## src/rau_pkg.sv

```systemverilog
// Shared types and constants for the rational arithmetic unit.
package rau_pkg;

	localparam int OPERAND_BITS_DEF = 32;
	localparam int WIDE_W           = 64;

	typedef enum logic [1:0] {
		OP_ADD = 2'd0,
		OP_SUB = 2'd1,
		OP_MUL = 2'd2,
		OP_DIV = 2'd3
	} op_t;

	typedef enum logic [2:0] {
		ST_IDLE,
		ST_MUL_A,
		ST_MUL_B,
		ST_MUL_C,
		ST_PREP,
		ST_GCD,
		ST_DIV,
		ST_OUT
	} st_t;

	typedef struct packed {
		op_t                op;
		logic signed [31:0] a_num;
		logic        [30:0] a_den;
		logic signed [31:0] b_num;
		logic        [30:0] b_den;
	} cmd_t;

	typedef struct packed {
		logic signed [63:0] res_num;
		logic        [62:0] res_den;
		logic               div_zero;
	} res_t;

endpackage

```

## src/rau_sub.sv

```systemverilog
// Shared subtract and compare unit used by the GCD loop and the divider.
module rau_sub (
	input  logic [rau_pkg::WIDE_W:0] a,
	input  logic [rau_pkg::WIDE_W:0] b,
	output logic [rau_pkg::WIDE_W:0] diff,
	output logic                     borrow
);

	assign {borrow, diff} = {1'b0, a} - {1'b0, b};

endmodule

```

## config.mk

```make
export PLATFORM = sky130hd
export DESIGN_NAME = rau_sub
export DESIGN_NICKNAME = d
export VERILOG_FILES = /design/src/rau_pkg.sv /design/src/rau_sub.sv
export SDC_FILE = /design/constraint.sdc
export NUM_CORES = 1
export LEC_CHECK = 0
export BUFFER_PORTS_ARGS = -buffer_cell sky130_fd_sc_hd__buf_4
export CAP_MARGIN = 20
export CORE_UTILIZATION = 45
export DETAILED_ROUTE_END_ITERATION = 10
export PLACE_DENSITY = 0.79
export SETUP_SLACK_MARGIN = 0.4
export SLEW_MARGIN = 15
export SYNTH_ARGS = -nofsm -noshare
export SYNTH_HDL_FRONTEND = slang
export SYNTH_SLANG_ARGS = --single-unit
```

## constraint.sdc

```tcl
create_clock -name vclk -period 3.1
set_clock_uncertainty 0.2 [all_clocks]
set_input_delay 0 -clock vclk [all_inputs]
set_output_delay 0 -clock vclk [all_outputs]
set_load 0.01 [all_outputs]
```

==> Word level (Yosys, flattened, before mapping) <==
Cells that the tools add are included.
{ "totals": {"register_bits": 0, "out_inout_bits": 66, "elab_cells": 1, "inputBits": 130} }
{ "classes": {"n_addsub": 1} }
{ "op_table": {"columns": ["op", "n"], "rows": [
  ["$sub A65 B65 Y66", 1]
]} }

==> Longest topological paths before layout <==
{ "depth": {"word_depth": 1, "mapped_depth": 14, "ltp_nobuf": 14} }

==> Worst setup path before layout <==
Ideal clock, no wire load.
{ "synth_timing": {"kind": "in2out", "startpoint": "input port a[0] (netlist bit)", "endpoint": "output port diff[50] (netlist bit)", "arrival_time_ps": 2399, "path_slack_ps": 501, "t_required_ps": 2900, "path_stages": 14, "path_cell_list": "inv_1 > ha_1 > inv_1 > fa_1 > a211oi_2 > o211ai_2 > a31oi_4 > a21oi_1 > nor2_2 > o21ai_2 > a31oi_2 > o21ai_1 > a221oi_2 > xnor2_1"} }
{ "synth_between": {"elab_chain_cells": 1} }
{ "synth_lines": {"columns": ["element", "line_no", "source"], "rows": [
  ["start: declaration", "rau_sub.sv:3", "input logic [rau_pkg::WIDE_W:0] a,"],
  ["$sub A65 B65 Y66", "rau_sub.sv:9", "assign {borrow, diff} = {1'b0, a} - {1'b0, b};"],
  ["end: declaration", "rau_sub.sv:5", "output logic [rau_pkg::WIDE_W:0] diff,"]
]} }
No other way between the ends.

==> Worst setup path in the final report <==
{ "layout_timing": {"startpoint": "input port a[0] (netlist bit)", "endpoint": "output port diff[44] (netlist bit)"} }
Same word-level chain as after synthesis.

==> results.toml <==
[run_status]
status = "completed"

[placement]
hpwl_um = 11100
numPlacedInstances = 887
io_buffer_count = 196
place.gp.congestion = 0.924

[floorplanning]
dieHeight_um = 95.8
die_w_um = 95.8
core-area_um2 = 8380
rows = 33
num_io_pins = 196
initial_core_util_pct = 47.2
dieArea_um2 = 9170

[timing]
max_freq_ghz = 0.366
min_period_over_period_pct = 88.2
maxSlewHeadroom_pct = 62.6
finalHoldViolCount = 0
final.setup.tns_ns = 0
min_period_ns = 2.73
finalMaxSlewViolations = 0
setup_viol = 0
worst_pin_slew_ns = 0.557
rsz0062_at_grt = "true"

[layout]
final_common_cell = "buf_4"
nNetsFinal = 998
drive_gt1_share_pct = 36.9
area_delta_synth_final_pct = 49.8
stdcell_count = 905
final_cell_mix = "buf_4 (216), inv_1 (77), a21oi_1 (70)"
ff_latch_area_um2 = 0
antennaDiodeCount = 0
n_sequential_cell = 0
n_clock_buffer = 0
n_fill_cell = 709

[power_and_ir_drop]
p_int_mw = 0.756
p_leak_nw = 3.02
p_clk_share_pct = 0
seq_power_share_pct = 0
power_switching_mw = 0.778
worst_ir_drop_vdd_mv = 0.141
power_mw = 1.53
switching_share_pct = 50.7
powerDensity_nw_per_um2 = 259
pwr-share-comb_pct = 100.0

[critical_path]
worstPathCellList = "buf_6 > inv_4 > ha_4 > inv_2 > fa_2 > a211oi_4 > o211ai_2 > a31oi_4 > buf_4 > a211oi_4 > nor3_2 > o221ai_1 > nand2b_1 > nand2_1 > xor2_1 > buf_4"
cpPeakStageDelay_ns = 0.41
crit_slowest_cell = "fa_2"
critPathKind = "input port to primary output"
cp-end-kind = "primary output"
arrival_ns = 2.53
critPathBufInv = 5
crit_fanout = 3
required_ns = 2.90
critical_path.top_delay_family = "compound AO/OA/AOI/OAI gates"
start_kind = "input port"

[clocking]
hold_buffers = 0

[synth]
netlist_instances = 597
ys_seq_area_share_pct = 0
syn_nets = 793
synth_cell_types = 65
yosys_warnings = 0
yosysTopAreaCell = "ha_1"
synth_top_area_share_pct = 20.6
synthesis.area_um2 = 3960
syn_avg_cell_area_um2 = 6.63
synth.area.top_cells = "ha_1 (21%), a21oi_1 (10%), xnor2_1 (9.3%)"

[global_routing]
grt.busiest_layer = "met2"
grt_max_degree = 9
grt_pass1_wl_um = 20300
grt_overflow = 0
antenna_found_initial = 0
gr-usage-met1_pct = 36.1
grt.total_usage_pct = 26.9
grt_pass1_vias = 4615
use_met2_pct = 48.2
met3_usage_pct = 2.29

[drt]
drtIter0Drc = 181
drt_wl_total_um = 13600
postRouteAntennaNets = 0
drc = 0
post_drt_wl_per_cell_um = 15.0
firstDrtPassIters = 5
avgViaCountPerCell = 5.62
dr_total_vias = 5088

[min_path]
holdCritPathClass = "input port to primary output"

[job]
drv_cap = 0
path summary, 6_finish.rpt:
path	from	endpoint	slack (ns)	cells after the start
max	a[0]	diff[44]	0.37	16
min	b[0]	diff[0]	0.16	4
worst min-delay path, stage by stage:
cell and delay (ns):
buf_4 0.09, ha_4 0.11, inv_1 0.03, buf_4 0.13
per-layer routing:
metal	up-vias	part of all wire, %
met5	-	0
met4	0	1.4
met1	2361	44
met2	172	49
li1	2540	-
met3	15	5.4
area by class of cell:
cell class         count  area, um^2  share of cell area (%)
well taps            105         131                    2.22
multi-input cells    502        3850                    64.9
inverters             80         303                    5.11
repair buffers       218        1640                    27.7
stage by stage:
step / utilization (%) / instance area [um^2] / worst slack [ns] / hold WS [ns]
after global placement: 65.8 / 5520 / 0.103 / 0.142
after global routing: 70.7 / 5930 / 0.247 / 0.182
final: 70.7 / 5930 / 0.366 / 0.161
after CTS: 68.2 / 5720 / 0.336 / 0.163
after floorplan: - / 3960 / 0.501 / -0.0517
after detailed placement: 65.8 / 5520 / 0.0319 / 0.144
power by group through the flow:
stage / clock network [mW] / registers, mW / logic [mW]
2_1_floorplan: 0 / 0 / 0.822
3_3_place_gp: 0 / 0 / 1.39
3_5_place_dp: 0 / 0 / 1.40
4_1_cts: 0 / 0 / 1.46
5_1_grt: 0 / 0 / 1.66
6_report: 0 / 0 / 1.53
synthesized netlist by cell type, types with 4 or more instances:
master and n:
nand3_1 4, o21a_1 7, o21ai_0 29, clkbuf_1 10, o211ai_1 4, a21o_1 30, o21bai_1 14, xor2_1 18
inv_1 80, a211oi_1 4, nor3_1 12, nor2b_1 5, a21oi_1 81, nand4_1 18, o21ai_2 4, nand2_1 50
o21ai_1 10, ha_1 65, nor2_1 38, a31oi_1 4, xnor2_1 42, o31ai_1 4
timing repair:
| action | in CTS | in global routing |
|---|---|---|
| resized for setup | 27 | 39 |
| setup buffers | 12 | 6 |
| pin swaps | 26 | 21 |
| endpoints found under the setup margin | 27 | 27 |
kinds of logic (layout without fill, tap and decap cells):
logic type	count (synthesis)	after routing	share of synthesized area, %
buffers and inverters	95	298	9.39
AOI/OAI and AO/OA	223	223	37.4
and+or+nand+nor	153	153	18.8
xor gates and xnor gates	60	60	13.3
adders and majority gates	66	66	21.1
No activity file was read; power rests on OpenSTA's default activity.
