<file path="src/rau_pkg.sv">
// Shared types and constants for the rational arithmetic unit.
package rau_pkg;

	localparam int OPERAND_BITS_DEF = 32;
	localparam int WIDE_W           = 64;

	typedef enum logic [1:0] {
		OP_ADD = 2'd0,
		OP_SUB = 2'd1,
		OP_MUL = 2'd2,
		OP_DIV = 2'd3
	} op_t;

	typedef enum logic [2:0] {
		ST_IDLE,
		ST_MUL_A,
		ST_MUL_B,
		ST_MUL_C,
		ST_PREP,
		ST_GCD,
		ST_DIV,
		ST_OUT
	} st_t;

	typedef struct packed {
		op_t                op;
		logic signed [31:0] a_num;
		logic        [30:0] a_den;
		logic signed [31:0] b_num;
		logic        [30:0] b_den;
	} cmd_t;

	typedef struct packed {
		logic signed [63:0] res_num;
		logic        [62:0] res_den;
		logic               div_zero;
	} res_t;

endpackage

</file>
<file path="src/rau_mul.sv">
// Registered signed multiplier that forms the raw numerator and denominator terms.
module rau_mul #(
	parameter int OPERAND_BITS = rau_pkg::OPERAND_BITS_DEF
) (
	input  logic                              clk,
	input  logic signed [OPERAND_BITS:0]      x,
	input  logic signed [OPERAND_BITS:0]      y,
	output logic signed [rau_pkg::WIDE_W-1:0] prod_q
);

	localparam int PW = 2 * (OPERAND_BITS + 1);

	logic signed [PW-1:0] prod;

	assign prod = x * y;

	// all products fit the wide word; resize keeps the sign
	always_ff @(posedge clk) begin
		prod_q <= rau_pkg::WIDE_W'(prod);
	end

endmodule

</file>
<file path="config.mk">
export PLATFORM = sky130hd
export DESIGN_NAME = rau_mul
export DESIGN_NICKNAME = d
export VERILOG_FILES = /design/src/rau_pkg.sv /design/src/rau_mul.sv
export SDC_FILE = /design/constraint.sdc
export NUM_CORES = 2
export LEC_CHECK = 0
export ABC_CLOCK_PERIOD_IN_PS = 11400
export BUFFER_PORTS_ARGS = -buffer_cell sky130_fd_sc_hd__buf_2
export CORE_UTILIZATION = 34
export DETAILED_ROUTE_END_ITERATION = 8
export GPL_TIMING_DRIVEN = 0
export PLACE_DENSITY = 0.46
export RECOVER_POWER = 25
export SYNTH_ARGS = -nofsm -noshare
export SYNTH_HDL_FRONTEND = slang
export SYNTH_SLANG_ARGS = --single-unit
</file>
<file path="constraint.sdc">
create_clock -name clk -period 11.4 [get_ports clk]
set_clock_uncertainty 0.1 [all_clocks]
set_input_delay 2.85 -clock clk [delete_from_list [all_inputs] [get_ports clk]]
set_output_delay 2.85 -clock clk [all_outputs]
set_load 0.1 [all_outputs]
</file>
# Word-level counts from Yosys, hierarchy flattened
# Index checks and enable logic that the tools add are counted.
# totals
regBits,64
output_inout_bits,64
wordCells,2
# classes
mul,1
# ops
op,n
$mul 33x33->64,1

# Logic depth before layout (Yosys ltp)
# logic_depth
word_depth,1
mapped_depth,28
depth_no_buf,26

# Worst setup path after synthesis
# OpenSTA, ideal clock, no wires.
# synth_timing
path_type,input-to-reg
startpoint,input port x[32]
endpoint,register prod_q[63] in the netlist's numbering
setup_time_ns,0.072
t_arrival_ns,10.042
required_ns,11.228
slack_ns,1.186
path_stages,24
n_path_buf,1
path_cell_list,clkbuf_1 -> nand2_1 -> inv_1 -> fa_1 -> fa_1 -> fa_1 -> inv_1 -> fa_1 -> inv_1 -> fa_1 -> fa_1 -> fa_1 -> inv_1 -> fa_1 -> inv_1 -> ha_1 -> a21o_1 -> a21o_1 -> a21oi_1 -> nand2_1 -> o31ai_1 -> o211ai_1 -> a21oi_1 -> xnor2_1
# synth_between
elab_chain_cells,1
# synth_rtl
item,line_no,source
"start, declared",rau_mul.sv:6,"input logic signed [OPERAND_BITS:0] x,"
$mul 33x33->64,rau_mul.sv:15,assign prod = x * y;
via prod[63],rau_mul.sv:13,logic signed [PW-1:0] prod;
"end signal, assigned",rau_mul.sv:19,prod_q <= rau_pkg::WIDE_W'(prod);
"end, declared",rau_mul.sv:8,output logic signed [rau_pkg::WIDE_W-1:0] prod_q
# The timed path passes the listed nets, and every way through them passes these cells.

# Worst setup path after layout
# layout_timing
startpoint,input port y[2]
endpoint,register prod_q[43] in the netlist's numbering
# layout_between
elab_chain_cells,1
# layout_rtl
item,line_no,source
"start, declared",rau_mul.sv:7,"input logic signed [OPERAND_BITS:0] y,"
$mul 33x33->64,rau_mul.sv:15,
via prod[43],rau_mul.sv:13,
# The timed path passes the listed nets, and every way through them passes these cells.

==> flow_metrics.py <==
metrics = {
    "route": {
        "wl_met3_um": 11700,
        "dr.pass1.iters": 5,
        "drc": 0,
        "drt-total-wl_um": 158000,
        "vias": 29400,
        "antenna_left": 0,
        "top_layer_used": "met5",
        "drt-met1-wl_um": 62600,
        "first_iter_violations": 2059,
        "wire_per_inst_um": 26.8,
        "wl_met2_um": 74900,
        "via_per_inst": 4.99,
    },
    "worst_setup_path": {
        "crit_fanout": 10,
        "endpoint_kind": "register",
        "cp_common_cell": "fa_1",
        "critPathArrivalTime_ns": 11.50,
        "startpoint_type": "input port",
        "crit_path_top_delay_cell": "fa_1",
        "critPathLaunch": "y[2]",
        "endpoint": "prod_q[43]$_DFF_P_",
        "slowest_delay_ns": 0.72,
        "crit_type": "input port to register",
        "cp.required_ns": 11.59,
    },
    "floorplan": {
        "initial_utilization": 0.344,
        "num_rows": 124,
        "ios": 131,
        "dieArea_sq_um": 118000,
        "core_area_sq_um": 115000,
        "fp.dieW_um": 343,
        "die_h_um": 343,
    },
    "synth": {
        "synth.avg_cell_area_sq_um": 9.40,
        "netlist_area_sq_um": 39500,
        "yosys_warnings": 0,
        "synth_top_flop_cell": "dfxtp_1",
        "synth_seq_cells": 64,
        "ys_seq_area_frac": 0.0324,
        "syn_nets": 5611,
        "synth_cells": 4207,
        "synth-edff-count": 0,
        "synth_cell_type_count": 57,
        "async_flop_share": 0,
    },
    "outcome": {
        "status": "finished clean",
    },
    "final_layout": {
        "fin_util": 0.372,
        "largest-register": "prod_q",
        "fillers": 12100,
        "largest_reg_flops": 64,
        "synthToLayoutAreaGrowth_pct": 7.89,
        "final_nets": 5766,
        "drive_above_1_share": 0.0483,
        "largestRegisters": "prod_q: 64 flops",
        "instances_no_fill": 5893,
    },
    "clock_network": {
        "cts_tree": "done",
        "holdBufCountCts": 0,
        "root_buffer": "clkbuf_16",
        "cts_sinks": 64,
        "cts_buffers": 9,
        "htree_num_levels": 3,
        "cts.reportedPaths.clkPinSlew_ns": 0.06,
        "clock_path_buffers": 2,
    },
    "hold_path": {
        "worst_hold_path_type": "input port to register",
    },
    "global_route": {
        "grt_antenna_before_repair": 26,
        "grt_util_all_layers": 0.275,
        "grt_pass1_wl_um": 226000,
        "grt_start_max_net_pins": 25,
        "overflow": 0,
        "grt_pass1_vias": 31500,
    },
    "sta": {
        "drv_slew": 0,
        "rsz0062_at_grt": "no",
        "final-setup-viol-count": 0,
        "slew_headroom": 0.168,
        "tightest_slew_ns": 1.25,
        "fin_crit_sh": 0.992,
        "hold_violations": 0,
        "fmax_mhz": 88.4,
        "whs_ns": 2.84,
        "fin_crit_ns": 11.31,
    },
    "placed_design": {
        "dpl.hpwl_um": 134000,
        "place_inst": 5849,
        "io_buffers": 130,
        "gp_congestion": 0.980,
    },
    "job": {
        "drv_cap": 0,
    },
}
-- worst min-delay path by stage --
stage,from,end,depth (start not counted)
floorplan,x[0],prod_q[0]$_DFF_P_,1
global placement,x[0],prod_q[0]$_DFF_P_,2
detailed placement,x[0],prod_q[0]$_DFF_P_,2
CTS,x[0],prod_q[0]$_DFF_P_,2
global route,x[0],prod_q[0]$_DFF_P_,2
finish,x[0],prod_q[0]$_DFF_P_,2
-- cells in the final DEF, fill, tap and decap left out, drive strengths merged, types with 21 or more instances in the layout --
cell and instances:
clkbuf 257, o21ai 36, nor2b 32, buf 117
inv 1084, xor2 21, and2 548, nand2 547
ha 212, dfxtp 64, xnor2 55, fa 1125
a21oi 70
-- worst max-delay path, delay by kind of cell --
family	cells	cell delay, ns
fa+ha+maj	9	4.77
xor+xnor	1	0.14
compound gates	4	1.15
buf+inv	9	1.31
simple gates	4	1.29
-- logic make-up (layout without fill, tap and decap cells) --
logic type	count (synthesis)	after routing	synth area share
buf+inv	1308	1468	0.124
simple gates	1221	1221	0.157
mux	1	1	0.000253
flops	64	64	0.0324
compound gates	200	200	0.0325
xor+xnor	76	76	0.0168
fa+ha+maj	1337	1337	0.637
other cells	0	14	0
-- metrics by stage --
step	area, sq um	worst slack (ns)	TNS (ns)
floorplan	39500	1.19	0
global placement	42100	-1.38	-23.70
detailed placement	42100	-1.35	-23.16
CTS	42500	0.0132	0
global route	42600	0.00118	0
finish	42700	0.0873	0
-- Yosys cell counts (3+ instances only) --
cell type,instances,share of area
o31ai_1,4,0.00076
a21o_1,18,0.0034
clkbuf_1,222,0.021
nand2b_1,9,0.0014
and2_1,548,0.087
nand3_1,18,0.0023
nor4_1,4,0.00063
nand2_1,547,0.052
ha_1,212,0.067
a211oi_1,8,0.0015
or3_1,4,0.00063
xor2_1,21,0.0047
xnor2_1,55,0.012
o21bai_1,7,0.0013
inv_1,1086,0.10
o211ai_1,7,0.0013
o21ai_1,6,0.00076
nor2_1,18,0.0017
and4_1,4,0.00089
a31oi_1,6,0.00095
nor2b_1,32,0.0051
fa_1,1125,0.57
nor3_1,11,0.0014
dfxtp_1,64,0.032
o21ai_0,29,0.0037
a21boi_0,3,0.00057
nand4_1,12,0.0019
o21a_1,18,0.0034
a21oi_1,69,0.0087
and3_1,6,0.00095
-- repair_timing --
item,in CTS,in global routing
buffers inserted,2,13
pin swaps,0,4
resized for setup,46,82
cloned,0,0
endpoints found under the setup margin,25,18
-- metal layers --
metal,vias up,track usage
li1,12300,-
met1,15700,0.357
met2,1135,0.454
met3,283,0.0412
met4,12,0.124
met5,-,0
-- area by class of cell --
class / count / area [sq um] / area share
buffer: 221 / 925 / 0.0217
multi-input combinational: 2835 / 33400 / 0.783
sequential: 64 / 1280 / 0.0300
antenna: 14 / 35.0 / 0.000821
inverter: 1086 / 4080 / 0.0957
timing repair buffer: 145 / 726 / 0.0170
clock inverter: 6 / 68.8 / 0.00161
tap: 1512 / 1890 / 0.0443
clock buffer: 10 / 239 / 0.00560
Power is left out: the tool's default activity adds up to more than one toggle a clock period on the data nets, which glitch-free logic cannot reach.
